--- src/gprf_pkg.sv ---
// Package for the gamepad report framer: event opcodes, register indexes,
// reset constants, dead-zone snap and CRC-8 step functions.
// No dependencies.
`timescale 1ns / 1ps
`default_nettype none

package gprf_pkg;

  localparam logic [7:0] STICK_CENTER_RST = 8'h80;
  localparam logic [7:0] HAT_NEUTRAL_RST  = 8'h08;
  localparam logic [6:0] DEAD_ZONE_RST    = 7'd0;
  localparam logic [7:0] CRC_POLY         = 8'h07;
  localparam logic [7:0] CRC_INIT         = 8'h00;
  localparam logic [3:0] FRAME_LAST       = 4'd8;

  typedef enum logic [3:0] {
    OP_PRESS    = 4'd0,
    OP_RELEASE  = 4'd1,
    OP_SET_HAT  = 4'd2,
    OP_HAT_OFF  = 4'd3,
    OP_LEFT     = 4'd4,
    OP_RIGHT    = 4'd5,
    OP_FULL     = 4'd6,
    OP_RESET    = 4'd7,
    OP_SET_LX   = 4'd8,
    OP_SET_LY   = 4'd9,
    OP_SET_RX   = 4'd10,
    OP_SET_RY   = 4'd11
  } op_t;

  typedef enum logic [1:0] {
    REG_DEAD_ZONE    = 2'd0,
    REG_STICK_CENTER = 2'd1,
    REG_HAT_NEUTRAL  = 2'd2
  } cfg_reg_t;

  // Values within dz of center snap to center.
  function automatic logic [7:0] snap_axis(input logic [7:0] v, input logic [7:0] center,
                                           input logic [6:0] dz);
    logic [7:0] diff;
    diff = (v >= center) ? (v - center) : (center - v);
    return (diff <= {1'b0, dz}) ? center : v;
  endfunction

  // One byte of CRC-8, MSB first, no reflection.
  function automatic logic [7:0] crc8_byte(input logic [7:0] crc, input logic [7:0] b);
    logic [7:0] x;
    x = crc ^ b;
    for (int i = 0; i < 8; i++) begin
      x = x[7] ? ({x[6:0], 1'b0} ^ CRC_POLY) : {x[6:0], 1'b0};
    end
    return x;
  endfunction

endpackage

`default_nettype wire

--- src/gprf_ifs.sv ---
// Channel interfaces for the gamepad report framer: event input,
// frame byte output and register write channel. Depends on nothing.
`timescale 1ns / 1ps
`default_nettype none

interface gprf_in_if;
  logic        valid;
  logic        ready;
  logic [3:0]  op;
  logic [15:0] button_mask;
  logic [7:0]  hat_value;
  logic [7:0]  left_x;
  logic [7:0]  left_y;
  logic [7:0]  right_x;
  logic [7:0]  right_y;
  logic [7:0]  vendor_value;
  logic        send_request;

  modport source (output valid, op, button_mask, hat_value, left_x, left_y, right_x,
                  right_y, vendor_value, send_request, input ready);
  modport sink (input valid, op, button_mask, hat_value, left_x, left_y, right_x,
                right_y, vendor_value, send_request, output ready);
endinterface

interface gprf_out_if;
  logic       valid;
  logic       ready;
  logic [7:0] frame_byte;
  logic [3:0] byte_index;
  logic       frame_end;

  modport source (output valid, frame_byte, byte_index, frame_end, input ready);
  modport sink (input valid, frame_byte, byte_index, frame_end, output ready);
endinterface

interface gprf_cfg_if;
  logic       valid;
  logic       ready;
  logic [1:0] index;
  logic [7:0] data;

  modport source (output valid, index, data, input ready);
  modport sink (input valid, index, data, output ready);
endinterface

`default_nettype wire

--- src/gamepad_report_framer_crc8.sv ---
// Gamepad report framer with CRC-8 (poly 0x07, init 0). A frame's first byte
// is offered the cycle after its request is accepted if no frame is active or
// the CRC byte is being taken. 1 request per cycle while the holding buffer is
// empty; a frame is the report bytes then the CRC byte, one byte per cycle
// while output is ready; one further frame can wait in the holding buffer.
// Reset: synchronous rst_n restores defaults, neutral state; no frame pending.
`timescale 1ns / 1ps
`default_nettype none

module gamepad_report_framer_crc8
  import gprf_pkg::*;
(
  input  wire logic   clk,
  input  wire logic   rst_n,
  gprf_cfg_if.sink    cfg_ch,
  gprf_in_if.sink     in_ch,
  gprf_out_if.source  out_ch
);

  // configuration
  logic [6:0] dead_zone_r;
  logic [7:0] stick_center_r;
  logic [7:0] hat_neutral_r;

  // gamepad state
  logic [15:0] buttons_r, buttons_nxt;
  logic [7:0]  hat_r, hat_nxt;
  logic [7:0]  axes_r [4];
  logic [7:0]  axes_nxt [4];
  logic [7:0]  vendor_r, vendor_nxt;
  logic [63:0] sent_report_r;
  logic        sent_valid_r;

  // serializer: active frame and one holding slot
  logic        act_valid_r;
  logic [63:0] act_bytes_r;
  logic [3:0]  act_idx_r;
  logic [7:0]  crc_r;
  logic        pend_valid_r;
  logic [63:0] pend_report_r;

  logic        in_fire, out_fire, cfg_fire;
  logic        op_ok, emit, act_free;
  logic [63:0] report_nxt;

  assign cfg_ch.ready = 1'b1;
  assign cfg_fire     = cfg_ch.valid;
  assign in_ch.ready  = !pend_valid_r;
  assign in_fire      = in_ch.valid && !pend_valid_r;
  assign out_fire     = out_ch.valid && out_ch.ready;

  always_comb begin
    buttons_nxt = buttons_r;
    hat_nxt     = hat_r;
    vendor_nxt  = vendor_r;
    for (int i = 0; i < 4; i++) axes_nxt[i] = axes_r[i];
    op_ok = 1'b1;
    unique case (op_t'(in_ch.op))
      OP_PRESS:   buttons_nxt = buttons_r | in_ch.button_mask;
      OP_RELEASE: buttons_nxt = buttons_r & ~in_ch.button_mask;
      OP_SET_HAT: hat_nxt = in_ch.hat_value;
      OP_HAT_OFF: hat_nxt = hat_neutral_r;
      OP_LEFT: begin
        axes_nxt[0] = snap_axis(in_ch.left_x, stick_center_r, dead_zone_r);
        axes_nxt[1] = snap_axis(in_ch.left_y, stick_center_r, dead_zone_r);
      end
      OP_RIGHT: begin
        axes_nxt[2] = snap_axis(in_ch.right_x, stick_center_r, dead_zone_r);
        axes_nxt[3] = snap_axis(in_ch.right_y, stick_center_r, dead_zone_r);
      end
      OP_FULL: begin
        axes_nxt[0] = snap_axis(in_ch.left_x, stick_center_r, dead_zone_r);
        axes_nxt[1] = snap_axis(in_ch.left_y, stick_center_r, dead_zone_r);
        axes_nxt[2] = snap_axis(in_ch.right_x, stick_center_r, dead_zone_r);
        axes_nxt[3] = snap_axis(in_ch.right_y, stick_center_r, dead_zone_r);
        hat_nxt     = in_ch.hat_value;
        buttons_nxt = in_ch.button_mask;
        vendor_nxt  = in_ch.vendor_value;
      end
      OP_RESET: begin
        for (int i = 0; i < 4; i++) axes_nxt[i] = stick_center_r;
        hat_nxt     = hat_neutral_r;
        buttons_nxt = '0;
        vendor_nxt  = '0;
      end
      // single axis from left_x; the partner axis is snapped again
      OP_SET_LX: begin
        axes_nxt[0] = snap_axis(in_ch.left_x, stick_center_r, dead_zone_r);
        axes_nxt[1] = snap_axis(axes_r[1], stick_center_r, dead_zone_r);
      end
      OP_SET_LY: begin
        axes_nxt[1] = snap_axis(in_ch.left_x, stick_center_r, dead_zone_r);
        axes_nxt[0] = snap_axis(axes_r[0], stick_center_r, dead_zone_r);
      end
      OP_SET_RX: begin
        axes_nxt[2] = snap_axis(in_ch.left_x, stick_center_r, dead_zone_r);
        axes_nxt[3] = snap_axis(axes_r[3], stick_center_r, dead_zone_r);
      end
      OP_SET_RY: begin
        axes_nxt[3] = snap_axis(in_ch.left_x, stick_center_r, dead_zone_r);
        axes_nxt[2] = snap_axis(axes_r[2], stick_center_r, dead_zone_r);
      end
      default: op_ok = 1'b0;
    endcase
  end

  assign report_nxt = {buttons_nxt, hat_nxt, axes_nxt[0], axes_nxt[1], axes_nxt[2],
                       axes_nxt[3], vendor_nxt};
  assign emit = in_fire && op_ok && in_ch.send_request &&
                (!sent_valid_r || (report_nxt != sent_report_r));
  assign act_free = !act_valid_r || (out_fire && (act_idx_r == FRAME_LAST));

  assign out_ch.valid      = act_valid_r;
  assign out_ch.frame_byte = (act_idx_r == FRAME_LAST) ? crc_r : act_bytes_r[63:56];
  assign out_ch.byte_index = act_idx_r;
  assign out_ch.frame_end  = (act_idx_r == FRAME_LAST);

  always_ff @(posedge clk) begin
    if (!rst_n) begin
      dead_zone_r    <= DEAD_ZONE_RST;
      stick_center_r <= STICK_CENTER_RST;
      hat_neutral_r  <= HAT_NEUTRAL_RST;
      buttons_r      <= '0;
      hat_r          <= HAT_NEUTRAL_RST;
      for (int i = 0; i < 4; i++) axes_r[i] <= STICK_CENTER_RST;
      vendor_r       <= '0;
      sent_report_r  <= '0;
      sent_valid_r   <= 1'b0;
      act_valid_r    <= 1'b0;
      act_idx_r      <= '0;
      crc_r          <= CRC_INIT;
      pend_valid_r   <= 1'b0;
    end else begin
      if (cfg_fire) begin
        unique case (cfg_reg_t'(cfg_ch.index))
          REG_DEAD_ZONE:    dead_zone_r    <= cfg_ch.data[6:0];
          REG_STICK_CENTER: stick_center_r <= cfg_ch.data;
          REG_HAT_NEUTRAL:  hat_neutral_r  <= cfg_ch.data;
          default: ;
        endcase
      end

      if (in_fire) begin
        buttons_r <= buttons_nxt;
        hat_r     <= hat_nxt;
        for (int i = 0; i < 4; i++) axes_r[i] <= axes_nxt[i];
        vendor_r  <= vendor_nxt;
      end
      if (emit) begin
        sent_report_r <= report_nxt;
        sent_valid_r  <= 1'b1;
      end

      // byte stream: CRC accumulates as each report byte leaves
      if (out_fire && (act_idx_r != FRAME_LAST)) begin
        act_bytes_r <= {act_bytes_r[55:0], 8'h00};
        act_idx_r   <= act_idx_r + 4'd1;
        crc_r       <= crc8_byte(crc_r, act_bytes_r[63:56]);
      end

      if (act_free) begin
        act_idx_r <= '0;
        crc_r     <= CRC_INIT;
        priority if (pend_valid_r) begin
          act_valid_r   <= 1'b1;
          act_bytes_r   <= pend_report_r;
          pend_valid_r  <= emit;
          pend_report_r <= report_nxt;
        end else if (emit) begin
          act_valid_r <= 1'b1;
          act_bytes_r <= report_nxt;
        end else begin
          act_valid_r <= 1'b0;
        end
      end else if (emit) begin
        pend_valid_r  <= 1'b1;
        pend_report_r <= report_nxt;
      end
    end
  end

  // A held frame implies a frame in flight.
  a_pend_needs_act: assert property (@(posedge clk) disable iff (!rst_n)
    pend_valid_r |-> act_valid_r)
    else $error("holding slot full with no active frame");

  // No frame can exist before the first report is recorded.
  a_frame_after_sent: assert property (@(posedge clk) disable iff (!rst_n)
    act_valid_r |-> sent_valid_r)
    else $error("frame active without a recorded report");

  // A new frame with nothing in flight appears on the next cycle at byte 0.
  a_emit_starts: assert property (@(posedge clk) disable iff (!rst_n)
    (emit && !act_valid_r) |=> (out_ch.valid && (out_ch.byte_index == '0)))
    else $error("frame did not start after request");

  // An accepted non-final byte advances the index by one.
  a_idx_step: assert property (@(posedge clk) disable iff (!rst_n)
    (out_fire && (act_idx_r != FRAME_LAST)) |=> (act_idx_r == $past(act_idx_r) + 4'd1))
    else $error("byte index skipped");

endmodule

`default_nettype wire
--- src/flat_wrapper.sv ---
// flat-port wrapper written by rule: the top's interface ports become plain ports
module gamepad_report_framer_crc8_flat import gprf_pkg::*;
  (clk, rst_n, cfg_ch_valid, cfg_ch_index, cfg_ch_data, cfg_ch_ready, in_ch_valid, in_ch_op, in_ch_button_mask, in_ch_hat_value, in_ch_left_x, in_ch_left_y, in_ch_right_x, in_ch_right_y, in_ch_vendor_value, in_ch_send_request, in_ch_ready, out_ch_valid, out_ch_frame_byte, out_ch_byte_index, out_ch_frame_end, out_ch_ready);
  gprf_cfg_if cfg_ch_i ();
  gprf_in_if in_ch_i ();
  gprf_out_if out_ch_i ();
  input  wire logic clk;
  input  wire logic rst_n;
  input wire logic [$bits(cfg_ch_i.valid)-1:0] cfg_ch_valid;
  input wire logic [$bits(cfg_ch_i.index)-1:0] cfg_ch_index;
  input wire logic [$bits(cfg_ch_i.data)-1:0] cfg_ch_data;
  output wire logic [$bits(cfg_ch_i.ready)-1:0] cfg_ch_ready;
  input wire logic [$bits(in_ch_i.valid)-1:0] in_ch_valid;
  input wire logic [$bits(in_ch_i.op)-1:0] in_ch_op;
  input wire logic [$bits(in_ch_i.button_mask)-1:0] in_ch_button_mask;
  input wire logic [$bits(in_ch_i.hat_value)-1:0] in_ch_hat_value;
  input wire logic [$bits(in_ch_i.left_x)-1:0] in_ch_left_x;
  input wire logic [$bits(in_ch_i.left_y)-1:0] in_ch_left_y;
  input wire logic [$bits(in_ch_i.right_x)-1:0] in_ch_right_x;
  input wire logic [$bits(in_ch_i.right_y)-1:0] in_ch_right_y;
  input wire logic [$bits(in_ch_i.vendor_value)-1:0] in_ch_vendor_value;
  input wire logic [$bits(in_ch_i.send_request)-1:0] in_ch_send_request;
  output wire logic [$bits(in_ch_i.ready)-1:0] in_ch_ready;
  output wire logic [$bits(out_ch_i.valid)-1:0] out_ch_valid;
  output wire logic [$bits(out_ch_i.frame_byte)-1:0] out_ch_frame_byte;
  output wire logic [$bits(out_ch_i.byte_index)-1:0] out_ch_byte_index;
  output wire logic [$bits(out_ch_i.frame_end)-1:0] out_ch_frame_end;
  input wire logic [$bits(out_ch_i.ready)-1:0] out_ch_ready;
  assign cfg_ch_i.valid = cfg_ch_valid;
  assign cfg_ch_i.index = cfg_ch_index;
  assign cfg_ch_i.data = cfg_ch_data;
  assign cfg_ch_ready = cfg_ch_i.ready;
  assign in_ch_i.valid = in_ch_valid;
  assign in_ch_i.op = in_ch_op;
  assign in_ch_i.button_mask = in_ch_button_mask;
  assign in_ch_i.hat_value = in_ch_hat_value;
  assign in_ch_i.left_x = in_ch_left_x;
  assign in_ch_i.left_y = in_ch_left_y;
  assign in_ch_i.right_x = in_ch_right_x;
  assign in_ch_i.right_y = in_ch_right_y;
  assign in_ch_i.vendor_value = in_ch_vendor_value;
  assign in_ch_i.send_request = in_ch_send_request;
  assign in_ch_ready = in_ch_i.ready;
  assign out_ch_valid = out_ch_i.valid;
  assign out_ch_frame_byte = out_ch_i.frame_byte;
  assign out_ch_byte_index = out_ch_i.byte_index;
  assign out_ch_frame_end = out_ch_i.frame_end;
  assign out_ch_i.ready = out_ch_ready;
  gamepad_report_framer_crc8 u_core (.clk(clk), .rst_n(rst_n), .cfg_ch(cfg_ch_i), .in_ch(in_ch_i), .out_ch(out_ch_i));
endmodule
--- config.mk ---
export PLATFORM = sky130hd
export DESIGN_NAME = gamepad_report_framer_crc8_flat
export DESIGN_NICKNAME = d
export VERILOG_FILES = /design/src/gprf_pkg.sv /design/src/gprf_ifs.sv /design/src/gamepad_report_framer_crc8.sv /design/src/flat_wrapper.sv
export SDC_FILE = /design/constraint.sdc
export NUM_CORES = 1
export LEC_CHECK = 0
export BUFFER_PORTS_ARGS = -buffer_cell sky130_fd_sc_hd__buf_2
export CORE_ASPECT_RATIO = 1.2
export CORE_MARGIN = 4
export CORE_UTILIZATION = 51
export DETAILED_ROUTE_END_ITERATION = 6
export PLACE_DENSITY = 0.78
export SETUP_SLACK_MARGIN = 0.3
export SYNTH_ARGS = -nofsm -noshare
export SYNTH_HDL_FRONTEND = slang
export SYNTH_SLANG_ARGS = --single-unit
--- constraint.sdc ---
create_clock -name clk -period 10.55 [get_ports clk]
set_clock_uncertainty 0.05 [all_clocks]
set_input_delay 0.5275 -clock clk [delete_from_list [all_inputs] [get_ports clk]]
set_output_delay 0.5275 -clock clk [all_outputs]
set_load 0.02 [all_outputs]
# --- Word level (Yosys, flattened, before mapping) ---
# Memories as Yosys holds them, arrays and structs flattened.
# Cells that the tools add are included.
totals:
  regBits: 262
  output_inout_bits: 16
  mem_bits_rw: 32
  inputBits: 84
  rom_bits: 0
  mem_count: 1
  latch_bits: 0
classes:
  n_eq_ne: 17
  multipliers: 0
  div_mod_pow: 0
  reduce_logical: 25
  muxes: 51
  n_shift: 0
  addsub: 17
  n_lt_le_gt_ge: 16
  n_bitwise: 17
mem_list:
  columns: ["name", "words", "width", "read_ports", "rd_ports_with_merged_regs", "write_ports", "line_no", "rtl"]
  rows:
  - ["u_core.axes_r", 4, 8, 4, 0, 4, "gamepad_report_framer_crc8.sv:28", "logic [7:0] axes_r [4];"]
op_table:
  columns: ["operator", "n"]
  rows:
  - ["$mux W64", 7]
  - ["$pmux W16 S4", 3]
  - ["$mux W8", 21]
  - ["$sub A8 B8 Y8", 16]
  - ["$ge A8 B8 Y1", 8]
  - ["$le A8 B7 Y1", 8]
  - ["$ne A64 B64 Y1", 1]
  - ["$pmux W8 S2", 2]
  - ["$mux W3", 8]
  - ["$not A3 Y3", 8]
  - ["$eq A4 B4 Y1 const B", 5]
  - ["$and A16 B16 Y16", 1]
  - ["$eq A4 B3 Y1 const B", 4]
  - ["$not A16 Y16", 1]
  - ["$or A16 B16 Y16", 1]
  - ["$reduce_or A12 Y1", 1]
  - ["$mux W1", 10]
  - ["$reduce_or A2 Y1", 5]
  - ["$eq A4 B2 Y1 const B", 2]
  - ["$xor A8 B8 Y8", 1]
  - ["$logic_and A1 B1 Y1", 7]
  - ["$reduce_and A2 Y1", 3]
  - ["$add A4 B1 Y4 const B", 1]
  - ["$eq A4 B1 Y1 const B", 1]
  - ["other kinds (12)", 18]

# --- Longest topological paths before layout ---
# Gate-level depths: netlist of run 1.
depth:
  depth_word: 17
  ltp_mapped: 33
  depth_no_buf: 29

# --- Worst setup path after synthesis of run 1 ---
# OpenSTA, ideal clock, no wires.
synth_path:
  kind: "reg2reg"
  startpoint: "reg u_core.stick_center_r[1]"
  endpoint: "reg u_core.pend_report_r[0] (enable)"
  arrival_ps: 7958
  path_buffers: 2
  setup_time_ps: 559
  synth_period_minus_slack_ps: 8567
  required_time_ps: 9941
  setup_slack_ps: 1983
  path_stages_with_launch: 26
  path_cell_list: "dfxtp_1 > clkbuf_1 > inv_1 > fa_1 > nand3_1 > a311oi_1 > nor2_2 > mux2i_1 > o21ai_0 > a21boi_0 > xnor2_1 > ha_1 > and4_1 > o21a_1 > a2111oi_0 > nor2_1 > nor4_1 > nor3_1 > a2111o_1 > a2111oi_0 > nand4_1 > or4_1 > nor4_2 > clkbuf_1 > nor3_1 > o21a_1"
synth_rtl:
  columns: ["item", "line_no", "rtl"]
  rows:
  - ["from (decl)", "gamepad_report_framer_crc8.sv:22", "logic [7:0] stick_center_r;"]
  - ["from (signal assigned)", "gamepad_report_framer_crc8.sv:137", "REG_STICK_CENTER: stick_center_r <= cfg_ch.data;"]
  - ["to (signal assigned)", "gamepad_report_framer_crc8.sv:168", "pend_report_r <= report_nxt;"]
  - ["to (signal assigned)", "gamepad_report_framer_crc8.sv:177", "pend_report_r <= report_nxt;"]
  - ["to (decl)", "gamepad_report_framer_crc8.sv:40", "logic [63:0] pend_report_r;"]

==> results.json, run 1 <==
{
  "crit_fanout": 111,
  "syn_nets": 2879,
  "tightest_slew_ns": 1.38,
  "ant_nets": 0,
  "dpl-instance-area_mm2": 0.0233,
  "ios": 100,
  "clock_path_buffers": 3,
  "dp_hpwl_mm": 52.4,
  "clock-sinks": 294,
  "clk_latency_ns": 0.60,
  "drc_errors": 0,
  "switching_power_w": 0.00125,
  "coreArea_mm2": 0.0437,
  "hold_start": "cfg_ch_data[2]",
  "synthDistinctLibCells": 84,
  "finalCriticalPeriod_ns": 9.34,
  "drive_gt1_share_pct": 9.20,
  "portBuffers": 98,
  "synthArstFlopShare_pct": 0,
  "p_sw_share_pct": 34.4,
  "critical_path_required_ns": 10.93,
  "final_nets": 2874,
  "die_h_um": 238,
  "min_delay_path_depth": 3,
  "totalWireLength_mm": 74.3,
  "utilization_pct": 55.7,
  "reg2reg_to": "u_core.act_bytes_r[8]$_DFFE_PP_",
  "power.internal_w": 0.00238,
  "yosys_warnings": 0,
  "cts-root-buf": "clkbuf_16",
  "die_x_um": 200,
  "rsz0062_at_grt": "false",
  "hp-class": "input pin to flip-flop",
  "synth_ff_type": "edfxtp_1",
  "area_growth_syn_to_layout_pct": 8.18,
  "synth_area_mm2": 0.0225,
  "pre_cts_slack_ns": 1.57,
  "drv_cap": 0,
  "wire_per_inst_um": 23.4,
  "endpoint_kind": "flip-flop",
  "fp.dieArea_mm2": 0.0476,
  "synth_edf_count": 160,
  "whs_endpoint": "u_core.dead_zone_r[2]$_SDFFE_PN0P_",
  "rows": 84,
  "cp-start-kind": "flip-flop",
  "reg2reg_depth": 26,
  "netlist_instances": 2601,
  "setup_tns_ns": 0,
  "grt_pass1_vias": 20209,
  "seqPwrFrac_pct": 37.1,
  "hold_buffers": 0,
  "status": "completed",
  "ys_seq_elements": 294,
  "cts_tree": "done",
  "seq_area_frac_synth_pct": 33.3,
  "h-tree-depth": 1,
  "worstPathArrival_ns": 9.71,
  "antenna_found_initial": 3,
  "overflow": 0,
  "path_clk_slew_ns": 0.07,
  "p_leak_nw": 9.75,
  "worst-setup-path-type": "flip-flop to flip-flop",
  "power_density_mw_per_mm2": 149,
  "cts_inserted_buffers": 30,
  "track_usage_pct": 29.9,
  "pwr-share-clk_pct": 31.0,
  "finalCritPeriodShare_pct": 88.5,
  "grt_pass1_wl_mm": 114,
  "post_cts_resized": 0,
  "viasPerCell": 6.62,
  "grt_start_max_net_pins": 112,
  "via_count": 21039,
  "rrSetupSlack_ns": 1.21,
  "layout_setup_ws_ns": 1.21,
  "cts_setup_buffers": 0,
  "pwr-share-comb_pct": 31.9,
  "report.final.hold_viol_count": 0,
  "drt_first_pass_iters": 7,
  "synth_area_per_cell_um2": 8.65,
  "num_antenna_cells": 0,
  "slew_viol_final": 0,
  "relSlewSlack_pct": 8.33,
  "ir_drop_v": 0.000129,
  "gp_congestion": 0.990,
  "final_area_mm2": 0.0243,
  "p_total_w": 0.00363,
  "r2r_start": "u_core.stick_center_r[3]$_SDFFE_PN0P_",
  "drtIter0Drc": 2675,
  "fmax_ghz": 0.107,
  "start_util_pct": 51.5,
  "setup_viol": 0
}
## cell usage after synthesis, types with 6 or more instances
cell | instances | area [um2]
edfxtp_1 | 160 | 4800
nand2_1 | 150 | 563
clkbuf_1 | 125 | 469
nand3b_1 | 8 | 60.1
nor2_1 | 251 | 942
o21ai_1 | 13 | 65.1
inv_1 | 147 | 552
nor4_1 | 15 | 93.8
and4_1 | 6 | 52.6
a2111oi_0 | 7 | 61.3
mux2i_1 | 128 | 1280
fa_1 | 16 | 320
mux2_2 | 16 | 180
nand2b_1 | 19 | 119
buf_1 | 16 | 60.1
a31o_2 | 6 | 52.6
a22oi_1 | 15 | 113
o2111ai_1 | 13 | 114
a221oi_1 | 20 | 175
o31ai_1 | 6 | 45.0
a211oi_1 | 26 | 195
a21oi_1 | 251 | 1260
nand3_1 | 135 | 676
a22o_1 | 46 | 403
ha_1 | 178 | 2230
buf_2 | 14 | 70.1
a21o_1 | 37 | 278
dfxtp_1 | 134 | 2680
or2_2 | 7 | 43.8
buf_6 | 7 | 78.8
o21a_1 | 38 | 285
and2_1 | 17 | 106
a41o_1 | 7 | 70.1
a221o_1 | 19 | 190
nand4_1 | 76 | 475
o21ai_0 | 149 | 746
a31oi_1 | 12 | 75.1
o211ai_1 | 16 | 120
xor2_1 | 38 | 333
nor2b_1 | 14 | 87.6
nor3_1 | 67 | 335
xnor2_1 | 75 | 657
## routing by layer
layer	up-vias	global-route usage [%]	routed length [um]
li1	9565	-	-
met1	10003	38.3	28300
met2	1184	49.5	35100
met3	281	4.43	6730
met4	6	14.3	4150
met5	-	0	50
## power groups by stage
stage	logic, W	registers (W)	clock network (W)
floorplan	0.000838	0.00134	0
global placement	0.00108	0.00137	0
detailed placement	0.00112	0.00137	0
CTS	0.00113	0.00135	0.00113
global route	0.00126	0.00135	0.00117
finish	0.00116	0.00135	0.00112
## area by class of cell
| type | instances | area, um2 |
|---|---|---|
| Timing Repair Buffer | 128 | 731 |
| Multi-Input combinational cell | 1992 | 13800 |
| Sequential cell | 294 | 7490 |
| Inverter | 150 | 563 |
| Clock buffer | 50 | 983 |
| Tap cell | 559 | 699 |
| Fill cell | 3849 | 19400 |
| Clock inverter | 6 | 62.6 |
## worst max path at each step
| stage | from | endpoint | slack [ns] | depth (start not counted) |
|---|---|---|---|---|
| 6_report | u_core.stick_center_r[3]$_SDFFE_PN0P_ | u_core.act_bytes_r[8]$_DFFE_PP_ | 1.21 | 26 |
| 5_1_grt | u_core.stick_center_r[0]$_SDFFE_PN0P_ | u_core.act_bytes_r[8]$_DFFE_PP_ | 0.78 | 26 |
| 4_1_cts | u_core.stick_center_r[3]$_SDFFE_PN0P_ | u_core.act_bytes_r[8]$_DFFE_PP_ | 1.39 | 26 |
| 3_5_place_dp | u_core.stick_center_r[3]$_SDFFE_PN0P_ | u_core.act_bytes_r[6]$_DFFE_PP_ | 1.57 | 26 |
| 3_3_place_gp | u_core.stick_center_r[5]$_SDFFE_PN0P_ | u_core.act_bytes_r[0]$_DFFE_PP_ | 1.79 | 26 |
| 2_1_floorplan | u_core.stick_center_r[1]$_SDFFE_PN0P_ | u_core.pend_report_r[0]$_DFFE_PP_ | 1.98 | 25 |
## placed cells by master, fill, tap and decap left out, types with 19 or more instances in the layout
| cell | Yosys | routed |
|---|---|---|
| a21oi_1 | 251 | 251 |
| nor2_1 | 251 | 248 |
| ha_1 | 178 | 178 |
| edfxtp_1 | 160 | 160 |
| nand2_1 | 150 | 149 |
| o21ai_0 | 149 | 149 |
| inv_1 | 147 | 147 |
| nand3_1 | 135 | 134 |
| dfxtp_1 | 134 | 133 |
| mux2i_1 | 128 | 128 |
| buf_2 | 14 | 97 |
| nand4_1 | 76 | 76 |
| xnor2_1 | 75 | 75 |
| nor3_1 | 67 | 67 |
| a22o_1 | 46 | 46 |
| xor2_1 | 38 | 38 |
| a21o_1 | 37 | 37 |
| o21a_1 | 38 | 37 |
| clkbuf_16 | 0 | 34 |
| buf_4 | 3 | 30 |
| a211oi_1 | 26 | 26 |
| a221oi_1 | 20 | 20 |
| nand2b_1 | 19 | 19 |
| a221o_1 | 19 | 19 |
## critical path, cell delays in order (launching register included)
cell and delay [ns]:
dfxtp_1 0.31, buf_4 0.31, inv_1 0.44, ha_1 0.56
nand3_1 0.17, a311oi_2 0.34, a2111o_1 0.35, mux2i_1 0.32
o21ai_0 0.11, a21boi_0 0.24, xnor2_1 0.19, ha_1 0.29
and4_1 0.23, a41o_1 0.25, a31oi_1 0.36, nor2_1 0.11
o21ai_1 0.24, a21oi_1 0.20, o31a_1 0.29, a2111o_1 0.42
a2111oi_0 0.52, nand4_1 0.16, or4_1 0.61, nor4_4 0.62
buf_4 0.96, o21ai_0 0.29, nand3_1 0.19
## flip-flops by register name (all words and copies together) (netlist names), 16 cells and up
name and count:
u_core.buttons_r 16, u_core.pend_report_r 64, u_core.axes_r 32, u_core.act_bytes_r 64, u_core.sent_report_r 64
## per-stage QoR
stage	cells	hold WS (ns)
final	3179	0.165
after global routing	3179	0.168
after CTS	3179	0.145
after detailed placement	3123	0.410
after global placement	3123	0.387
after floorplan	2601	0.375
## logic make-up (layout without fill, tap and decap cells)
kind of cell / after synthesis / count (layout) / synth area share, %
other cells: 1 / 1 / 0.0167
xor+xnor: 113 / 113 / 4.40
flops: 294 / 294 / 33.3
fa+ha+maj: 194 / 194 / 11.3
mux: 144 / 144 / 6.49
compound gates: 752 / 752 / 22.2
buf+inv: 315 / 334 / 5.62
simple gates: 788 / 788 / 16.7
(Power assumes the default switching activity.)
==> inputs of run 2 (changes only) <==
==> constraint.sdc (replaced) <==
create_clock -name clk -period 10.55 [get_ports clk]
set_clock_uncertainty 0.05 [all_clocks]
set_input_delay 0 -clock clk [delete_from_list [all_inputs] [get_ports clk]]
set_output_delay 0 -clock clk [all_outputs]
set_load 0.02 [all_outputs]
==> results.json, run 2 (synthesis results as in run 1) <==
{
  "final_common_cell": "a21oi_1",
  "rrSetupSlack_ns": 1.71,
  "die_h_um": 238,
  "gp_congestion": 1.03,
  "die_x_um": 200,
  "clk_latency_ns": 0.58,
  "failed_checks": "DRC",
  "track_usage_pct": 30.4,
  "critPathSlowestCell": "buf_4",
  "startpoint": "u_core.stick_center_r[2]$_SDFFE_PN0P_",
  "totalWireLength_mm": 75.4,
  "drive_gt1_share_pct": 8.98,
  "drtIter0Drc": 2327,
  "report.final.hold_viol_count": 0,
  "crit_path_end": "u_core.sent_report_r[38]$_SDFFE_PN0P_",
  "switching_power_w": 0.00124,
  "h-tree-depth": 1,
  "clock_path_buffers": 3,
  "setup_viol": 0,
  "layout_common_cells": "a21oi_1 (251), nor2_1 (248), ha_1 (178), edfxtp_1 (160)",
  "cp-start-kind": "flip-flop",
  "p_leak_nw": 9.96,
  "dp_hpwl_mm": 52.5,
  "final_area_mm2": 0.0249,
  "cts_setup_buffers": 0,
  "power.internal_w": 0.00243,
  "cpPeakStageDelay_ns": 0.96,
  "relSlewSlack_pct": 16.5,
  "grt_pass1_wl_mm": 116,
  "seqCellArea_mm2": 0.00749,
  "endpoint_kind": "flip-flop",
  "fillCellCount": 3892,
  "path_clk_slew_ns": 0.06,
  "multi_input_comb_area_mm2": 0.0138,
  "overflow": 0,
  "clock-sinks": 294,
  "tightest_slew_ns": 1.25,
  "antenna_found_initial": 4,
  "final_nets": 2927,
  "via_count": 21348,
  "reg2reg_depth": 27,
  "start_util_pct": 51.5,
  "drv_cap": 0,
  "critical_path_required_ns": 10.98,
  "fp.dieArea_mm2": 0.0476,
  "wire_per_inst_um": 23.3,
  "dpl-instance-area_mm2": 0.0233,
  "cts-root-buf": "clkbuf_16",
  "seqPwrFrac_pct": 36.7,
  "min_delay_path_depth": 4,
  "grt_start_max_net_pins": 121,
  "worstPathArrival_ns": 9.28,
  "r2r_start": "u_core.stick_center_r[2]$_SDFFE_PN0P_",
  "worst-setup-path-type": "flip-flop to flip-flop",
  "rows": 84,
  "p_sw_share_pct": 33.8,
  "hp-class": "input pin to flip-flop",
  "reg.largest.list": "u_core.act_bytes_r: 64 flops, u_core.pend_report_r: 64 flops, u_core.sent_report_r: 64 flops",
  "layout_setup_ws_ns": 1.71,
  "power_density_mw_per_mm2": 147,
  "crit_family": "compound AO/OA/AOI/OAI gates",
  "viasPerCell": 6.60,
  "area_growth_syn_to_layout_pct": 10.6,
  "reg2reg_to": "u_core.sent_report_r[38]$_SDFFE_PN0P_",
  "grt_pass1_vias": 20562,
  "finalCritPeriodShare_pct": 83.8,
  "slew_viol_final": 0,
  "drt_first_pass_iters": 7,
  "status": "finished, violations left",
  "portBuffers": 98,
  "rsz0062_at_grt": "false",
  "utilization_pct": 56.9,
  "drc_errors": 1,
  "pwr-share-comb_pct": 31.8,
  "finalCriticalPeriod_ns": 8.84,
  "ant_nets": 0,
  "fmax_ghz": 0.113,
  "coreArea_mm2": 0.0437,
  "crit_fanout": 120,
  "path_depth": 27,
  "ir_drop_v": 0.000126,
  "timing.hold.ws_ns": 0.0287,
  "cts_inserted_buffers": 31,
  "pre_cts_slack_ns": 1.95,
  "pwr-share-clk_pct": 31.5,
  "setup_tns_ns": 0,
  "cts_tree": "done",
  "ios": 100,
  "path_buf_inv": 3
}
[run 2: cell count changes in the layout (fill, tap and decap cells not counted), sizes merged]
cell and change:
bufinv +4, clkbuf -10, clkinv +5, diode +3, dlygate4sd3 +52, inv +1
[run 2: worst min-delay path by stage]
stage                                      from                                  to  slack (ns)
after global routing      in_ch_button_mask[12]  u_core.pend_report_r[60]$_DFFE_PP_        0.02
after detailed placement         cfg_ch_data[1]  u_core.dead_zone_r[1]$_SDFFE_PN0P_        0.24
after CTS                      in_ch_right_x[6]  u_core.pend_report_r[22]$_DFFE_PP_       0.009
after global placement           cfg_ch_data[1]  u_core.dead_zone_r[1]$_SDFFE_PN0P_        0.23
final                          in_ch_right_x[6]  u_core.pend_report_r[22]$_DFFE_PP_        0.03
after floorplan                           rst_n     u_core.act_bytes_r[0]$_DFFE_PP_        0.06
[run 2: per-layer routing]
metal,vias to the layer above,routed length (um),GRT usage [%],share of wire (%)
li1,9669,-,-,-
met1,10189,28500,38.7,38
met2,1200,35600,49.9,47
met3,288,6760,4.84,9.0
met4,2,4530,15.6,6.0
met5,-,14,0,0.019
[run 2: power by group through the flow]
stage                     Clock (W)  Sequential [W]  Combinational, W
after CTS                   0.00116         0.00135           0.00114
after detailed placement          0         0.00137           0.00112
after global routing        0.00121         0.00135           0.00128
final                       0.00116         0.00135           0.00117
after global placement            0         0.00137           0.00109
after floorplan                   0         0.00134          0.000838
[run 2: layout make-up]
cell class              count  share of cell area, %
diodes                      3                 0.0302
clock buffers              40                   3.50
clock inverters            16                  0.764
inverters                 150                   2.26
multi-input cells        1992                   55.5
flip-flops and latches    294                   30.1
well taps                 559                   2.81
repair buffers            180                   5.03
[run 2: metrics by stage]
stage	instances	power [W]
global placement	3123	0.00245
global route	3233	0.00384
CTS	3231	0.00365
detailed placement	3123	0.00249
finish	3234	0.00367
floorplan	2601	0.00218
[run 2: tightest hold or removal path, delay by kind of cell]
| family | cells | cell delay [ns] |
|---|---|---|
| simple gates | 1 | 0.08 |
| buf+inv | 2 | 0.30 |
| compound gates | 1 | 0.09 |
[run 2: what timing repair did]
action,4_1_cts,5_1_grt
gates resized for setup,0,0
hold buffers,52,0
endpoints found under the hold margin,110,0
